File: src/rtl/gpr_pkg.sv
`timescale 1ns / 1ps

package gpr_pkg;

   localparam int NUM_PINS = 16;

   localparam int WORD_W    = 32;
   localparam int PINS_W    = 16;
   localparam int KEY_POS   = 16;

   localparam logic [PINS_W-1:0] PORT_PINS =
      PINS_W'((32'd1 << NUM_PINS) - 32'd1);

   typedef enum logic {
      OP_READ  = 1'b0,
      OP_WRITE = 1'b1
   } opcode_type;

   typedef enum logic [3:0] {
      REG_MODE     = 4'd0,
      REG_TYPE     = 4'd1,
      REG_SPEED    = 4'd2,
      REG_PULL     = 4'd3,
      REG_INPUT    = 4'd4,
      REG_LATCH    = 4'd5,
      REG_SETRESET = 4'd6,
      REG_LOCK     = 4'd7,
      REG_AF_LOW   = 4'd8,
      REG_AF_HIGH  = 4'd9
   } reg_sel_type;

   typedef enum logic [1:0] {
      LOCK_IDLE    = 2'd0,
      LOCK_ARMED   = 2'd1,
      LOCK_CONFIRM = 2'd2
   } lock_phase_type;

   typedef struct packed {
      opcode_type        opcode;
      reg_sel_type       reg_select;
      logic [WORD_W-1:0] write_data;
      logic [PINS_W-1:0] pin_levels;
   } req_type;

   typedef struct packed {
      logic [WORD_W-1:0] read_data;
      logic [PINS_W-1:0] output_latch;
      logic              write_ignored;
   } rsp_type;

   // one pin bit widened to a two-bit field
   function automatic logic [WORD_W-1:0] spread2(input logic [PINS_W-1:0] pins);
      logic [WORD_W-1:0] r;
      r = '0;
      for (int i = 0; i < PINS_W; i++) begin
         r[2*i +: 2] = {2{pins[i]}};
      end
      return r;
   endfunction

   // one pin bit of an eight-pin half widened to a four-bit field
   function automatic logic [WORD_W-1:0] spread4(input logic [7:0] pins);
      logic [WORD_W-1:0] r;
      r = '0;
      for (int i = 0; i < 8; i++) begin
         r[4*i +: 4] = {4{pins[i]}};
      end
      return r;
   endfunction

   localparam logic [WORD_W-1:0] V2_MASK    = spread2(PORT_PINS);
   localparam logic [WORD_W-1:0] AFL_MASK   = spread4(PORT_PINS[7:0]);
   localparam logic [WORD_W-1:0] AFH_MASK   = spread4(PORT_PINS[15:8]);
   localparam logic [WORD_W-1:0] MODE_RESET = V2_MASK;

endpackage

File: src/rtl/gpr_core.sv
`timescale 1ns / 1ps

module gpr_core (
   input  logic             clock,
   input  logic             reset,
   input  logic             fire,
   input  gpr_pkg::req_type req,
   output gpr_pkg::rsp_type rsp
);
   import gpr_pkg::*;

   logic [WORD_W-1:0] mode_ff, mode_in;
   logic [PINS_W-1:0] type_ff, type_in;
   logic [WORD_W-1:0] speed_ff, speed_in;
   logic [WORD_W-1:0] pull_ff, pull_in;
   logic [WORD_W-1:0] afl_ff, afl_in;
   logic [WORD_W-1:0] afh_ff, afh_in;
   logic [PINS_W-1:0] latch_ff, latch_in;
   logic [PINS_W-1:0] frozen_ff, frozen_in;
   logic              key_ff, key_in;
   lock_phase_type    phase_ff, phase_in;
   logic [PINS_W-1:0] seq_mask_ff, seq_mask_in;

   logic              is_write;
   logic              lock_flag;
   logic              lock_key;
   logic [PINS_W-1:0] lock_mask;
   logic [WORD_W-1:0] f2;
   logic [PINS_W-1:0] f1;
   logic [WORD_W-1:0] fl4;
   logic [WORD_W-1:0] fh4;
   logic [WORD_W-1:0] wd;
   logic [PINS_W-1:0] set_bits;
   logic [PINS_W-1:0] clr_bits;

   assign is_write  = (req.opcode == OP_WRITE);
   assign wd        = req.write_data;
   assign lock_key  = wd[KEY_POS];
   assign lock_mask = wd[PINS_W-1:0] & PORT_PINS;
   assign f2        = spread2(frozen_ff) & V2_MASK;
   assign f1        = frozen_ff & PORT_PINS;
   assign fl4       = spread4(frozen_ff[7:0]) & AFL_MASK;
   assign fh4       = spread4(frozen_ff[15:8]) & AFH_MASK;
   assign set_bits  = wd[PINS_W-1:0] & PORT_PINS;
   assign clr_bits  = wd[2*PINS_W-1:PINS_W] & PORT_PINS;

   // lock sequence next state
   always_comb begin
      phase_in    = phase_ff;
      seq_mask_in = seq_mask_ff;
      frozen_in   = frozen_ff;
      key_in      = key_ff;
      lock_flag   = 1'b0;
      if (is_write && req.reg_select == REG_LOCK) begin
         if (key_ff) begin
            lock_flag = 1'b1;
         end else if (phase_ff == LOCK_ARMED && !lock_key && lock_mask == seq_mask_ff) begin
            phase_in = LOCK_CONFIRM;
         end else if (phase_ff == LOCK_CONFIRM && lock_key && lock_mask == seq_mask_ff) begin
            frozen_in = lock_mask;
            key_in    = 1'b1;
            phase_in  = LOCK_IDLE;
         end else if (lock_key) begin
            phase_in    = LOCK_ARMED;
            seq_mask_in = lock_mask;
         end else begin
            phase_in    = LOCK_IDLE;
            seq_mask_in = '0;
         end
      end
   end

   // register file update and read mux
   always_comb begin
      mode_in  = mode_ff;
      type_in  = type_ff;
      speed_in = speed_ff;
      pull_in  = pull_ff;
      afl_in   = afl_ff;
      afh_in   = afh_ff;
      latch_in = latch_ff;
      rsp      = '0;
      if (!is_write) begin
         case (req.reg_select)
            REG_MODE:    rsp.read_data = mode_ff;
            REG_TYPE:    rsp.read_data = WORD_W'(type_ff);
            REG_SPEED:   rsp.read_data = speed_ff;
            REG_PULL:    rsp.read_data = pull_ff;
            REG_INPUT:   rsp.read_data = WORD_W'(req.pin_levels & PORT_PINS);
            REG_LATCH:   rsp.read_data = WORD_W'(latch_ff);
            REG_LOCK:    rsp.read_data = {{(WORD_W-PINS_W-1){1'b0}}, key_ff, frozen_ff};
            REG_AF_LOW:  rsp.read_data = afl_ff;
            REG_AF_HIGH: rsp.read_data = afh_ff;
            default:     rsp.read_data = '0;
         endcase
      end else begin
         case (req.reg_select)
            REG_MODE: begin
               rsp.write_ignored = |((wd ^ mode_ff) & f2);
               mode_in = (mode_ff & f2) | (wd & V2_MASK & ~f2);
            end
            REG_TYPE: begin
               rsp.write_ignored = |((wd[PINS_W-1:0] ^ type_ff) & f1);
               type_in = (type_ff & f1) | (wd[PINS_W-1:0] & PORT_PINS & ~f1);
            end
            REG_SPEED: begin
               rsp.write_ignored = |((wd ^ speed_ff) & f2);
               speed_in = (speed_ff & f2) | (wd & V2_MASK & ~f2);
            end
            REG_PULL: begin
               rsp.write_ignored = |((wd ^ pull_ff) & f2);
               pull_in = (pull_ff & f2) | (wd & V2_MASK & ~f2);
            end
            REG_LATCH:    latch_in = set_bits;
            REG_SETRESET: latch_in = ((latch_ff & ~clr_bits) | set_bits) & PORT_PINS;
            REG_LOCK:     rsp.write_ignored = lock_flag;
            REG_AF_LOW: begin
               rsp.write_ignored = |((wd ^ afl_ff) & fl4);
               afl_in = (afl_ff & fl4) | (wd & AFL_MASK & ~fl4);
            end
            REG_AF_HIGH: begin
               rsp.write_ignored = |((wd ^ afh_ff) & fh4);
               afh_in = (afh_ff & fh4) | (wd & AFH_MASK & ~fh4);
            end
            default: rsp.write_ignored = 1'b1;
         endcase
      end
      rsp.output_latch = latch_in;
   end

   always_ff @(posedge clock) begin
      if (reset) begin
         mode_ff     <= MODE_RESET;
         type_ff     <= '0;
         speed_ff    <= '0;
         pull_ff     <= '0;
         afl_ff      <= '0;
         afh_ff      <= '0;
         latch_ff    <= '0;
         frozen_ff   <= '0;
         key_ff      <= 1'b0;
         phase_ff    <= LOCK_IDLE;
         seq_mask_ff <= '0;
      end else if (fire) begin
         mode_ff     <= mode_in;
         type_ff     <= type_in;
         speed_ff    <= speed_in;
         pull_ff     <= pull_in;
         afl_ff      <= afl_in;
         afh_ff      <= afh_in;
         latch_ff    <= latch_in;
         frozen_ff   <= frozen_in;
         key_ff      <= key_in;
         phase_ff    <= phase_in;
         seq_mask_ff <= seq_mask_in;
      end
   end

endmodule

File: src/rtl/gpio_port_register_block.sv
`timescale 1ns / 1ps

// register block of one 16-pin gpio port
// request channel (req_valid/req_ready): one bus access per request, a read or
//   a write of the register picked by req_reg_select, with the pin levels
//   sampled alongside
// response channel (rsp_valid/rsp_ready): one response per request carrying
//   the read data, the output latch after the access and the ignored-write flag
// a request is taken into an input register, executed by the register file
//   logic when the output register can take the response, which it then holds
// throughput: one request per cycle while the receiver does not stall, set by
//   the register file update between the input and output registers
// when the receiver stalls the output register holds its response and the
//   input register holds one more request; req_ready drops only once both are
//   full
// reset: synchronous, active high; both stages empty, mode fields analog,
//   every other register zero, lock sequence idle and no pins frozen
module gpio_port_register_block (
   input  logic        clock,
   input  logic        reset,
   input  logic        req_valid,
   output logic        req_ready,
   input  logic        req_opcode,
   input  logic [3:0]  req_reg_select,
   input  logic [31:0] req_write_data,
   input  logic [15:0] req_pin_levels,
   output logic        rsp_valid,
   input  logic        rsp_ready,
   output logic [31:0] rsp_read_data,
   output logic [15:0] rsp_output_latch,
   output logic        rsp_write_ignored
);
   import gpr_pkg::*;

   logic    in_valid_ff, in_valid_in;
   req_type in_req_ff;
   logic    out_valid_ff, out_valid_in;
   rsp_type out_rsp_ff;
   rsp_type core_rsp;
   logic    advance;
   logic    req_fire;

   assign advance     = in_valid_ff && (!out_valid_ff || rsp_ready);
   assign req_ready   = !in_valid_ff || advance;
   assign req_fire    = req_valid && req_ready;
   assign in_valid_in = req_fire || (in_valid_ff && !advance);
   assign out_valid_in = advance || (out_valid_ff && !rsp_ready);

   gpr_core u_core (
      .clock (clock),
      .reset (reset),
      .fire  (advance),
      .req   (in_req_ff),
      .rsp   (core_rsp)
   );

   always_ff @(posedge clock) begin
      if (reset) begin
         in_valid_ff  <= 1'b0;
         out_valid_ff <= 1'b0;
      end else begin
         in_valid_ff  <= in_valid_in;
         out_valid_ff <= out_valid_in;
      end
   end

   always_ff @(posedge clock) begin
      if (req_fire) begin
         in_req_ff.opcode     <= opcode_type'(req_opcode);
         in_req_ff.reg_select <= reg_sel_type'(req_reg_select);
         in_req_ff.write_data <= req_write_data;
         in_req_ff.pin_levels <= req_pin_levels;
      end
      if (advance) begin
         out_rsp_ff <= core_rsp;
      end
   end

   assign rsp_valid         = out_valid_ff;
   assign rsp_read_data     = out_rsp_ff.read_data;
   assign rsp_output_latch  = out_rsp_ff.output_latch;
   assign rsp_write_ignored = out_rsp_ff.write_ignored;

   // a read never raises the ignored-write flag
   assert property (@(posedge clock) disable iff (reset)
      advance && in_req_ff.opcode == OP_READ |=> !rsp_write_ignored)
      else $error("read response flagged as ignored write");

   // a write always returns zero read data
   assert property (@(posedge clock) disable iff (reset)
      advance && in_req_ff.opcode == OP_WRITE |=> rsp_read_data == '0)
      else $error("write response carries read data");

   // an executed request always lands in the output register
   assert property (@(posedge clock) disable iff (reset)
      advance |=> rsp_valid)
      else $error("executed request lost");

   // back-pressure only when both stages are full and the receiver stalls
   assert property (@(posedge clock) disable iff (reset)
      !req_ready |-> in_valid_ff && out_valid_ff && !rsp_ready)
      else $error("request stalled without cause");

endmodule
File: config.mk
export PLATFORM = sky130hd
export DESIGN_NAME = gpio_port_register_block
export DESIGN_NICKNAME = d
export VERILOG_FILES = /design/src/rtl/gpr_pkg.sv /design/src/rtl/gpr_core.sv /design/src/rtl/gpio_port_register_block.sv
export SDC_FILE = /design/constraint.sdc
export NUM_CORES = 1
export LEC_CHECK = 0
export BUFFER_PORTS_ARGS = -buffer_cell sky130_fd_sc_hd__buf_2
export CELL_PAD_IN_SITES_DETAIL_PLACEMENT = 0
export CELL_PAD_IN_SITES_GLOBAL_PLACEMENT = 1
export CORE_MARGIN = 1.5
export CORE_UTILIZATION = 30
export CTS_BUF_LIST = sky130_fd_sc_hd__clkbuf_4
export CTS_CLUSTER_SIZE = 24
export DETAILED_ROUTE_END_ITERATION = 8
export PLACE_DENSITY_LB_ADDON = 0.1
export SLEW_MARGIN = 20
export SYNTH_ARGS = -nofsm -noshare
export SYNTH_HDL_FRONTEND = slang
export SYNTH_SLANG_ARGS = --single-unit
export TNS_END_PERCENT = 20
File: constraint.sdc
create_clock -name clock -period 9.85 [get_ports clock]
set_clock_uncertainty 0.2 [all_clocks]
set_input_delay 0.985 -clock clock [delete_from_list [all_inputs] [get_ports clock]]
set_output_delay 0.985 -clock clock [all_outputs]
set_load 0.01 [all_outputs]
==> results.md, run 1 <==
- Final setup TNS: 0 ps
- Clock Tree Buf Depth: 3
- Core Util, Final: 0.353
- Root buffer cell: clkbuf_4
- Post-Synthesis Cells: 1,746
- Post-route DRC: 0
- Die Y: 232 microns
- Post-synth ARST share: 0
- LEAKAGE: 0.00664 uW
- Final #Nets: 1,887
- Crit end category: flop
- Flop2flop setup slack: 6260 ps
- Synth warn: 0
- Post-cts resize count: 0
- RR Startpoint: rsp_valid
- Synth Net Count: 1,803
- #FFs+latches synth: 331
- RSZ-0062 raised after global routing: no
- Top-count cell post-synth: dfxtp_1
- Power Total: 3020 uW
- Reg-to-reg endpoint: u_core.seq_mask_ff[13]
- Largest family of logic cells by synthesized area: compound AO/OA/AOI/OAI gates
- Starting Density: 0.305
- Simple-gate share of the synthesized area: 0.117
- Final setup fails: 0
- Peak Freq: 279 MHz
- TritonCTS clock tree: yes
- Synth top area share: 0.290
- Number of flops mapped to enable cells by yosys: 102
- Slew Limit Fails: 0
- Drt wl/cell: 23.3 microns
- Slew HR: 0.182
- PD cells: 166 nW/um^2
- Largest net degree at the start of global routing: 94
- Top post-synthesis cells by count: dfxtp_1, o21ai_0, nand2_1
- Initial DRC count: 1,051
- GRT Overall Usage: 0.222
- PortBufs: 107
- Clock transition at path regs: 60 ps
- VDD IR max: 82.0 uV
- Antenna Violating Nets Remaining: 0
- Initial antenna violation count: 4
- Status: finished, final reports clean
- GRT overflow: 0
- Final min period: 3590 ps
- Placer congestion estimate: 0.862
- Synth Area in Compound Gates: 0.236
- Largest area contributor in the netlist: dfxtp_1
- Post-synth top flop: dfxtp_1
- MaxCap Viol Count: 0
- Crit path DAT: 4140 ps
- WP data required: 10,400 ps
- Mux contribution to synthesized area: 0.0135
- Vias post-DR: 13,800
- First-pass GRT wire length: 88.3 mm
- Post-Synth Adder-Cell Area: 0
- # hold bufs at CTS: 0
- Crit Path Category: reg2reg
- Seq/Total Area, Yosys: 0.484
- Synthesized area: 15,800 sq um
- Die Span X: 232 microns
- Worst setup path end: u_core.seq_mask_ff[13]
- Startpoint types: flop
- Worst setup startpoint: rsp_valid
- Worst-path maximum fanout: 71
- Worst-Margin Slew: 1210 ps
- Area contributors post-synth: dfxtp_1, edfxtp_1, xor2_1
- # IOs: 108
- Fillers: 5,418
- Pre-antenna DRT Iters: 5
- Tcrit/Tclk final: 0.364
- Final wirelength: 60.5 mm
- Number of global-route vias before repair: 13,200
- Clock Latency Late Sink: 870 ps
- Tightest Hold Check Type: in2reg
- Num CTS Buffers: 99
- DIE AREA: 54,000 sq um
- Layout cells sized above 1: 0.176
- Sequential Area: 7650 sq um
- Worst-case reg-to-reg path depth: 7
- CTS Sinks: 331
- Vias per cell: 5.30
- Setup Fix Bufs, Post-CTS: 0
- Synth-to-Final Area Change: 15.4%
- Syn_area_per_cell: 9.05 sq um
- Footprint of the multi-input gates: 7540 sq um
- Fin. Hold Viols: 0
- Synth Area in XOR/XNOR: 0.106
- Library cells used by synthesis: 44
- # H-tree levels: 3
- Rows: 83
- Core Region: 51,700 sq um
- DP Wirelength: 39.2 mm
-- report_power, final --
group / internal, uW / total [uW] / switching (uW)
Clock: 732 / 1370 / 641
Combinational: 56.0 / 175 / 119
Sequential: 1430 / 1470 / 35.6
Total: 2220 / 3020 / 796
-- logic make-up after synthesis --
group | after synthesis
AO/OA/AOI/OAI | 616
XOR/XNOR | 192
flip-flops | 331
buffers and inverters | 172
AND/OR/NAND/NOR | 414
multiplexers | 21
-- worst min-delay path by stage --
stage / start / endpoint / slack (ps) / cells past startpoint
final: req_write_data[26] / in_req_ff[42] / 90 / 1
after global routing: req_write_data[26] / in_req_ff[42] / 20 / 1
after CTS: req_write_data[28] / in_req_ff[44] / 10 / 1
after detailed placement: u_core.latch_ff[12] / u_core.latch_ff[12] / 280 / 2
after global placement: u_core.latch_ff[2] / u_core.latch_ff[2] / 270 / 2
after floorplan: u_core.latch_ff[5] / u_core.latch_ff[5] / 260 / 2
-- layout make-up --
class / instances / share of cell area
Clock inverter: 20 / 0.00432
Antenna cell: 5 / 0.000686
Sequential cell: 331 / 0.419
Tap cell: 680 / 0.0467
Inverter: 3 / 0.000618
Timing Repair Buffer: 152 / 0.0484
Multi-Input combinational cell: 1243 / 0.414
Clock buffer: 161 / 0.0663
-- worst max-delay path, cell delays in order (launching register included) --
cell	delay [ps]
dfxtp_1	310
nor2b_1	180
nor2b_4	630
buf_4	820
nand4b_1	340
a211oi_4	740
nand2_1	120
a21oi_1	140
-- metrics by stage --
stage          hold WS (ps)  cell area (sq um)  instances  setup slack (ps)
2_1_floorplan           262              15800       1746              6100
3_3_place_gp            273              16900       2409              5280
3_5_place_dp            280              16900       2409              5210
4_1_cts                12.4              18200       2590              5900
5_1_grt                15.1              18200       2595              5870
6_report               88.6              18200       2595              6260
-- per-layer routing --
metal,part of all wire,GRT usage
met5,0.00022,0
met4,0.029,0.0736
met1,0.45,0.300
met2,0.47,0.354
met3,0.054,0.0434
-- cells in the final DEF, fill, tap and decap left out, drive strengths merged, types with 32 or more instances in the layout --
cell / n
nor2: 108
edfxtp: 102
o21ai: 231
a22o: 32
xor2: 176
nand2: 203
a22oi: 64
a21oi: 179
buf: 152
dfxtp: 229
a211o: 32
nor2b: 37
clkbuf: 161
Note: power is estimated with default switching activity, not from simulation.
==> run 2: changes to the inputs <==
==> constraint.sdc (replaced) <==
create_clock -name clock -period 3.1 [get_ports clock]
set_clock_uncertainty 0.2 [all_clocks]
set_input_delay 0.31 -clock clock [delete_from_list [all_inputs] [get_ports clock]]
set_output_delay 0.31 -clock clock [all_outputs]
set_load 0.01 [all_outputs]
==> run 2 against run 1 <==
Global-route usage grew 1.2 points. Largest power group unchanged. Non-clock buffer count grew 227. Via count grew 6.4%. Critical endpoint is now rsp_write_ignored. Register-to-register slack lost 6100 ps. Cell area grew 12%. Critical path type unchanged. Critical path depth shrank 1. Combinational power grew to 4.2 times the previous value. Final cell count grew 9.1%. Worst hold slack gained 200 ps. Sequential share of layout area shrank 4.5 points.
==> results.md, run 2 (synthesis gave the netlist of run 1 again) <==
- Status: finished, final reports clean
- Worst-path maximum fanout: 11
- GRT overflow: 0
- # IOs: 108
- Crit end category: flop
- DP Worst Slack: -127 ps
- GRT Overall Usage: 0.234
- RSZ-0062 raised after global routing: no
- First-pass GRT wire length: 93.2 mm
- Initial DRC count: 1,180
- Placer congestion estimate: 0.842
- Final setup TNS: 0 ps
- Rows: 83
- PD cells: 488 nW/um^2
- Fin. Hold Viols: 0
- Crit Path Category: reg2reg
- Starting Density: 0.305
- VDD IR max: 251 uV
- Final wirelength: 63.7 mm
- Tightest Hold Check Type: reg2reg
- Crit path DAT: 3410 ps
- Antenna Violating Nets Remaining: 0
- Layout cells sized above 1: 0.210
- Largest net degree at the start of global routing: 77
- Fillers: 5,308
- Final #Nets: 2,116
- Slew Limit Fails: 0
- Pre-antenna DRT Iters: 5
- Peak Freq: 336 MHz
- LEAKAGE: 0.00774 uW
- Sequential Area: 7650 sq um
- Met1 Track Usage GR: 0.304
- Met2 GRT Util: 0.386
- Root buffer cell: clkbuf_4
- Startpoint types: flop
- Number of global-route vias before repair: 14,200
- CP cell instances: xor2_1, o21ai_1, nand4_1, or4_1, a22oi_1, a41oi_1
- Met3 Usage GRT: 0.0468
- Slew HR: 0.380
- Final setup fails: 0
- Max incr delay on CP: 640 ps
- Vias per cell: 5.17
- Clock Latency Late Sink: 880 ps
- Synth-to-Final Area Change: 29.4%
- Top delay family on crit path: simple AND/OR/NAND/NOR gates
- Worst-Margin Slew: 918 ps
- TritonCTS clock tree: yes
- Commonest cells after routing, fill and taps aside: dfxtp_1, o21ai_0, nand2_1
- Clock Tree Buf Depth: 3
- DP Wirelength: 43.3 mm
- # H-tree levels: 3
- Setup Fix Bufs, Post-CTS: 0
- Core Region: 51,700 sq um
- WP data required: 3530 ps
- Clock transition at path regs: 70 ps
- PnR worst setup slack: 124 ps
- CTS Sinks: 331
- PortBufs: 107
- Vias post-DR: 14,600
- Post-route DRC: 0
- Num CTS Buffers: 101
- Tcrit/Tclk final: 0.960
- Slowest CP cell: edfxtp_1
- Worst Path Buf+Inv: 0
- GRT busiest layer: met2
- MaxCap Viol Count: 0
- Initial antenna violation count: 2
- Die Y: 232 microns
- Footprint of the multi-input gates: 7540 sq um
- DIE AREA: 54,000 sq um
- Drt wl/cell: 22.5 microns
- Die Span X: 232 microns
- Final min period: 2980 ps
- Commonest non-fill, non-tap cell in the layout: dfxtp_1
run 2: changes by cell type in the layout (fill, tap and decap cells not counted), sizes merged:
cell         delta
diode           -1
buf           +114
clkinv          +8
bufinv          +2
clkbuf          -1
dlygate4sd3   +113
run 2: report_power, final:
group          leakage, uW  total, uW  internal, uW  switching (uW)
registers          0.00282       4680          4560             124
logic              0.00410        740           332             408
clock network     0.000813       4560          2490            2060
total              0.00774       9980          7380            2590
run 2: final timing paths:
kind	startpoint	to	slack (ps)	depth (start not counted)
max	in_req_ff[39]	rsp_write_ignored	120	6
min	u_core.seq_mask_ff[3]	u_core.seq_mask_ff[3]	290	2
max reg2reg	in_req_ff[39]	rsp_write_ignored	120	6
min reg2reg	u_core.seq_mask_ff[3]	u_core.seq_mask_ff[3]	290	2
run 2: final cells by class:
cell class / instances / area share
Antenna cell: 4 / 0.000490
Sequential cell: 331 / 0.374
Inverter: 3 / 0.000551
Multi-Input combinational cell: 1243 / 0.369
Clock buffer: 160 / 0.0588
Tap cell: 680 / 0.0416
Clock inverter: 30 / 0.00814
Timing Repair Buffer: 379 / 0.148
run 2: what timing repair did:
action,4_1_cts,5_1_grt
endpoints found under the setup margin,1,1
hold buffers,113,0
endpoints found under the hold margin,261,0
gates resized for setup,2,1
run 2: metal layers:
metal  vias to the layer above  part of all wire
met1                      7149              0.44
li1                       6941                 -
met4                         0             0.029
met5                         -                 0
met2                       443              0.48
met3                       104             0.052
run 2: stage by stage:
step	utilization	cells	hold WS, ps	instance area, sq um	power [uW]
floorplan	-	1746	209	15800	5050
global placement	0.347	2523	275	17900	5410
detailed placement	0.347	2523	287	17900	5410
CTS	0.395	2826	187	20400	10200
global route	0.395	2828	280	20400	10500
finish	0.395	2830	290	20400	9980
run 2: worst register-to-register path: cells and delay by family (launching register included):
kind | cells | cell delay, ps
flip-flops | 1 | 640
AO/OA/AOI/OAI | 3 | 740
AND/OR/NAND/NOR | 2 | 960
XOR/XNOR | 1 | 250
